$ cat config.mk
export PLATFORM = sky130hd
export DESIGN_NAME = mrma_ctrl
export DESIGN_NICKNAME = d
export VERILOG_FILES = /design/src/rtl/core/mrma_pkg.sv /design/src/rtl/core/mrma_ctrl.sv
export SDC_FILE = /design/constraint.sdc
export NUM_CORES = 1
export LEC_CHECK = 0
export BUFFER_PORTS_ARGS = -buffer_cell sky130_fd_sc_hd__clkbuf_2
export CORE_MARGIN = 1.5
export CORE_UTILIZATION = 25
export DETAILED_ROUTE_END_ITERATION = 12
export PLACE_DENSITY_LB_ADDON = 0.08
export SLEW_MARGIN = 40
export SYNTH_ARGS = -nofsm -noshare
export SYNTH_HDL_FRONTEND = slang
export SYNTH_SLANG_ARGS = --single-unit
$ cat constraint.sdc
create_clock -name clk -period 1.4 [get_ports clk]
set_input_delay 0.21 -clock clk [delete_from_list [all_inputs] [get_ports clk]]
set_output_delay 0.21 -clock clk [all_outputs]
set_load 0.005 [all_outputs]
$ cat src/rtl/core/mrma_pkg.sv
// ----------------------------------------------------------------------------
// mrma_pkg
// Shared widths, codes and control structs of the row multiply-accumulate.
// ----------------------------------------------------------------------------
`default_nettype none

package mrma_pkg;

  localparam int DATA_W = 16;
  localparam int PROD_W = 32;
  localparam int ACC_W  = 48;
  localparam int IDX_W  = 6;
  localparam int CFG_W  = 7;
  localparam int KEXT_W = 11;

  localparam int INNER_DIM_DEF = 64;
  localparam int MAX_COLS_DEF  = 64;

  localparam logic [CFG_W-1:0] COLS_RESET = 7'd64;

  // Item command codes.
  localparam logic CMD_LOAD = 1'b0;
  localparam logic CMD_ROW  = 1'b1;

  // Commands from the controller to the datapath.
  typedef struct packed {
    logic take;       // capture the accepted item (and write B on a load)
    logic issue;      // start one column of the multiply-accumulate
    logic col_clear;  // reset the column counter
    logic col_inc;    // advance the column counter
    logic emit_read;  // read the accumulator at the column counter
    logic emit_load;  // load the result register
    logic clear_acc;  // mark every accumulator as zero
  } mrma_cmd_t;

  // Status from the datapath to the controller.
  typedef struct packed {
    logic row_item;   // input item is an A row element
    logic item_last;  // input item carries the last flag
    logic row_ok;     // input inner index lies inside the B store
    logic col_last;   // column counter is at the last active column
    logic pipe_busy;  // multiply-accumulate pipeline holds work
    logic out_taken;  // result register transfers this cycle
  } mrma_sts_t;

endpackage

`default_nettype wire

$ cat src/rtl/core/mrma_ctrl.sv
// ----------------------------------------------------------------------------
// mrma_ctrl
// Sequencer: accepts items, steps the column sweep, drains, and emits a row after the last element.
// ----------------------------------------------------------------------------
`default_nettype none

module mrma_ctrl
  import mrma_pkg::*;
(
  input  wire logic      clk,
  input  wire logic      rst,
  input  wire logic      item_valid,
  output logic           item_stall,
  input  wire mrma_sts_t sts,
  output mrma_cmd_t      cmd
);

  localparam logic [2:0] S_IDLE     = 3'd0;
  localparam logic [2:0] S_MAC      = 3'd1;
  localparam logic [2:0] S_DRAIN    = 3'd2;
  localparam logic [2:0] S_EMIT_RD  = 3'd3;
  localparam logic [2:0] S_EMIT_LD  = 3'd4;
  localparam logic [2:0] S_EMIT_OUT = 3'd5;

  logic [2:0] state;
  logic [2:0] state_next;
  logic       last_q;
  logic       last_q_next;
  logic       accept;

  // Items are taken only between operations.
  assign item_stall = (state != S_IDLE);
  assign accept     = item_valid && !item_stall;

  // Next state and command decode.
  always_comb begin
    state_next  = state;
    last_q_next = last_q;
    cmd         = '0;
    case (state)
      S_IDLE: begin
        if (accept) begin
          cmd.take      = 1'b1;
          cmd.col_clear = 1'b1;
          last_q_next   = sts.item_last;
          if (sts.row_item) begin
            if (sts.row_ok) begin
              state_next = S_MAC;
            end else if (sts.item_last) begin
              state_next = S_EMIT_RD;
            end
          end
        end
      end
      S_MAC: begin
        cmd.issue = 1'b1;
        if (sts.col_last) begin
          state_next = S_DRAIN;
        end else begin
          cmd.col_inc = 1'b1;
        end
      end
      S_DRAIN: begin
        if (!sts.pipe_busy) begin
          cmd.col_clear = 1'b1;
          state_next    = last_q ? S_EMIT_RD : S_IDLE;
        end
      end
      S_EMIT_RD: begin
        cmd.emit_read = 1'b1;
        state_next    = S_EMIT_LD;
      end
      S_EMIT_LD: begin
        cmd.emit_load = 1'b1;
        state_next    = S_EMIT_OUT;
      end
      S_EMIT_OUT: begin
        if (sts.out_taken) begin
          if (sts.col_last) begin
            cmd.clear_acc = 1'b1;
            state_next    = S_IDLE;
          end else begin
            cmd.col_inc = 1'b1;
            state_next  = S_EMIT_RD;
          end
        end
      end
      default: begin
        state_next = S_IDLE;
      end
    endcase
  end

  // State registers.
  always_ff @(posedge clk) begin
    if (rst) begin
      state  <= S_IDLE;
      last_q <= 1'b0;
    end else begin
      state  <= state_next;
      last_q <= last_q_next;
    end
  end

endmodule

`default_nettype wire

# Word level (Yosys, flattened, before mapping)
# Index checks and enable logic that the tools add are counted.
[classes] n_reduce_logical=6 eq_ne=11 n_mux=23
[ops] cell="2-to-1 mux 3 bit" count=7
[ops] cell="case mux 3 bit (6 select lines)" count=1
[ops] cell="2-to-1 mux 1 bit" count=11
[ops] cell="inequality test 2 bit (second input constant)" count=5
[ops] cell="== test 3 x 2 -> 1 bit (second input constant)" count=2
[ops] cell="== test 3 bit (second input constant)" count=2
[ops] cell="AND reduction 6 bit" count=1
[ops] cell="2-to-1 mux 2 bit" count=2
[ops] cell="case mux 1 bit (2 select lines)" count=2
[ops] cell="== test 3 x 1 -> 1 bit (second input constant)" count=1
[ops] cell="zero test 3 bit" count=1
[ops] cell="inequality test 3 bit (second input constant)" count=1
[ops] cell="nonzero test 3 bit" count=1
[ops] cell="AND reduction 2 bit" count=1
[ops] cell="logical AND 1 bit" count=1
[ops] cell="zero test 1 bit" count=1
[totals] wordCells=42 ff_bits=4 in_bits=9 output_inout_bits=8

# Depth between registers and ports, before layout
[depth] ltp_word=5 ltp_mapped=5 ltp_nobuf=4

# Least setup slack after synthesis
# No wires, ideal clock.
[synth_path] path_kind="register to output" start="reg state[1]" end="out cmd[4] in the netlist's numbering" setup_slack_ns=0.270 stages_incl_launch_ff=4 arrival_ns=0.920 t_required_ns=1.190 cell_sequence="dfxtp_1 buf_6 nor2_1 a2111oi_0"
[synth_lines] item="from (decl)" line_no="mrma_ctrl.sv:25" source="logic [2:0] state;"
[synth_lines] item="from (signal assigned)" line_no="mrma_ctrl.sv:100" source="state <= state_next;"
[synth_lines] item="to (decl)" line_no="mrma_ctrl.sv:15" source="output mrma_cmd_t cmd"

==> out/summary.txt <==
status -> complete, no violations
MaxCap Viol Count -> 0
Die X -> 41.81 µm
Min Hold Slack -> 0.1800 ns
Site Rows -> 13
share of synthesized registers carrying an async set or reset -> 0%
DRC violations left -> 0
per-cell routed wire length -> 11.94 µm
Hold Path Origin -> rst
vias in the first global route -> 364
slowest cell on the critical path -> dfxtp_4
R2R depth -> 6
final period utilization -> 97.42%
clk slew on worst S/H paths -> 0.04 ns
Core ar. -> 1350 µm²
Synth cell types -> 25
DR vias/cell -> 4.797
maximum root-to-sink buffer count -> 2
Nets -> 75
final std cells w/o fill -> 79
Peak Freq -> 733.2 MHz
static leakage -> 0.2378 nW
Ys Warns -> 0
H-tree Lvls -> 1
clock skew -> 0.0004938 ns
Slew @ Worst Pin -> 0.2379 ns
Avg Inst Size Synth -> 8.187 µm²
largest net degree at the start of global routing -> 13
Worst R2R End -> state[0]$_SDFFE_PP0P_
most used flip-flop cell after synthesis -> dfxtp_1
start of the worst register-to-register path -> state[1]$_SDFFE_PP0P_
EDFF count, synth -> 0
CTS Buf Count -> 3
DIE AREA -> 1748 µm²
CTS tree -> yes
clk root buf -> clkbuf_4
critical path class -> reg2out
synth top area cells -> dfxtp_1 (21%), buf_6 (9.0%), nor2_1 (8.0%), mux2i_1 (5.3%), nand3b_4 (5.3%)
Ports -> 17
Ant. Diodes -> 0
Final Hold Viols -> 0
WP data arrival -> 1.15 ns
RSZ-0062 raised after global routing -> true
Rel. slew slack -> 84.11%
Req. time, crit path -> 1.19 ns
Mapped Nets -> 55
Netlist Area Pre-Place -> 376.6 µm²
drt pass-1 iters -> 2
HPWL Detailed -> 696.7 µm
clk_lat worst skew -> 0.23 ns
Cell Pwr Density -> 1289 nW/µm²
Yosys reg bits -> 4
Total Wirelength -> 943 µm
antenna violations before repair -> 0
IO Port Bufs -> 16
Hold Path End -> state[2]$_SDFFE_PP0P_
reg-to-reg setup timing slack -> 0.16 ns
post-route antenna net violation count -> 0
total power -> 0.6468 mW
crit-path cells -> and2b_2 > and4_1 > clkbuf_2
synthesis-to-finish area growth -> 33.22%
Routability Congestion -> 0.7321
most area-hungry cell type in the Yosys netlist -> dfxtp_1
Final Setup Violations -> 0
peak supply drop -> 0.3770 mV
effective utilization at floorplan -> 27.90%
post-synth top area share -> 21.26%
placed insts -> 75
max-slew violations -> 0
Final min period -> 1.364 ns
first-pass GRT wire length -> 1531 µm
Hold Crit Class -> in2reg
layout cells sized above 1 -> 54.69%
Via Count -> 379
Die Ht -> 41.81 µm
clk sinks -> 4
hold path depth -> 2
Seq/Total Area, Yosys -> 21.26%
CP endpoint kind -> output pin
crit start category -> flip-flop
Crit Path Max Fanout -> 9
GRT overflow -> 0
post-synthesis cell count -> 46
gr usage total -> 11.61%
CP peak stage delay -> 0.39 ns
DR iter-0 viols -> 4
==> report_power, final <==
group / total [mW] / internal, mW / switching [mW] / leakage [nW]
Clock: 0.141 / 0.0958 / 0.0453 / 0.0138
Sequential: 0.196 / 0.142 / 0.0541 / 0.0349
Combinational: 0.309 / 0.174 / 0.136 / 0.189
Total: 0.647 / 0.412 / 0.235 / 0.238
==> flip-flops by register name (all words and copies together), names as in the netlist <==
signal and flops:
last_q 1, state 3
==> cells in the mapped netlist, types with 2 or more instances <==
library cell	count
inv_1	3
o21ai_1	2
dfxtp_1	4
a21oi_1	3
buf_6	3
nor2_1	8
nand2b_1	2
mux2i_1	2
nand2_1	3
==> timing repair <==
item / in CTS / in global routing
hold buffers: 0 / 0
pin swaps: 3 / 2
gates resized for setup: 6 / 5
setup endpoints to repair: 8 / 5
buffers inserted: 1 / 0
==> cells by family after synthesis <==
group	Yosys count	share of synthesized area [%]
multiplexers	2	5.316
flip-flops	4	21.26
AO/OA/AOI/OAI	11	20.93
AND/OR/NAND/NOR	23	40.54
buffers and inverters	6	11.96
==> layer usage <==
metal,global-route usage (%),part of all wire (%)
met1,12.99,45
met2,19.06,50
met3,1.739,5.2
met4,9.677,0
met5,0,0
==> layout by cell type (no fill, tap or decap) <==
cell type and count:
nor3b_2 1, a21o_2 1, nand2b_1 2, a31oi_1 1, nor3_4 1, mux2i_1 2
and3_2 1, nand2_1 3, and4_1 1, buf_2 1, buf_4 1, and2_4 1
or2_2 1, a32oi_2 1, and3_1 1, a21oi_1 3, nor3_1 1, dfxtp_1 1
o21ai_0 1, clkbuf_4 3, o21ai_1 2, dfxtp_4 3, nor2_1 8, nand3b_4 1
inv_1 3, a2111oi_2 1, a21oi_2 1, and2b_2 1, buf_6 1, clkbuf_2 15
==> worst max-delay path: cells and delay by family, from the launching register on <==
kind | cells | cell delay, ns
AND/OR/NAND/NOR | 2 | 0.42
flip-flops | 1 | 0.39
buffers and inverters | 1 | 0.10
==> per-stage QoR <==
| stage | cell area, µm² | TNS [ns] | setup slack (ns) | utilization (%) |
|---|---|---|---|---|
| 3_5_place_dp | 449.2 | 0 | 0.08173 | 33.27 |
| 2_1_floorplan | 376.6 | 0 | 0.2705 | - |
| 4_1_cts | 489.2 | -0.001044 | -0.001044 | 36.24 |
| 6_report | 501.7 | 0 | 0.03618 | 37.16 |
| 5_1_grt | 501.7 | -0.02519 | -0.01954 | 37.16 |
| 3_3_place_gp | 449.2 | 0 | 0.04822 | 33.27 |
==> worst max-delay path by stage <==
stage	startpoint	depth (start not counted)	slack (ns)	endpoint
final	state[1]$_SDFFE_PP0P_	3	0.04	cmd[0]
after CTS	state[1]$_SDFFE_PP0P_	3	-0.001	cmd[4]
after floorplan	state[1]$_SDFFE_PP0P_	3	0.27	cmd[4]
after detailed placement	state[1]$_SDFFE_PP0P_	3	0.08	cmd[4]
after global routing	state[1]$_SDFFE_PP0P_	4	-0.02	cmd[6]
after global placement	state[2]$_SDFFE_PP0P_	3	0.05	cmd[1]
==> final cells by class <==
cell class | count | area (µm²)
Inverter | 3 | 11.26
Tap cell | 15 | 18.77
Multi-Input combinational cell | 36 | 259.0
Clock buffer | 3 | 22.52
Sequential cell | 4 | 91.34
Fill cell | 156 | 848.3
Timing Repair Buffer | 18 | 98.84
Power figures use the tool's default switching activity.
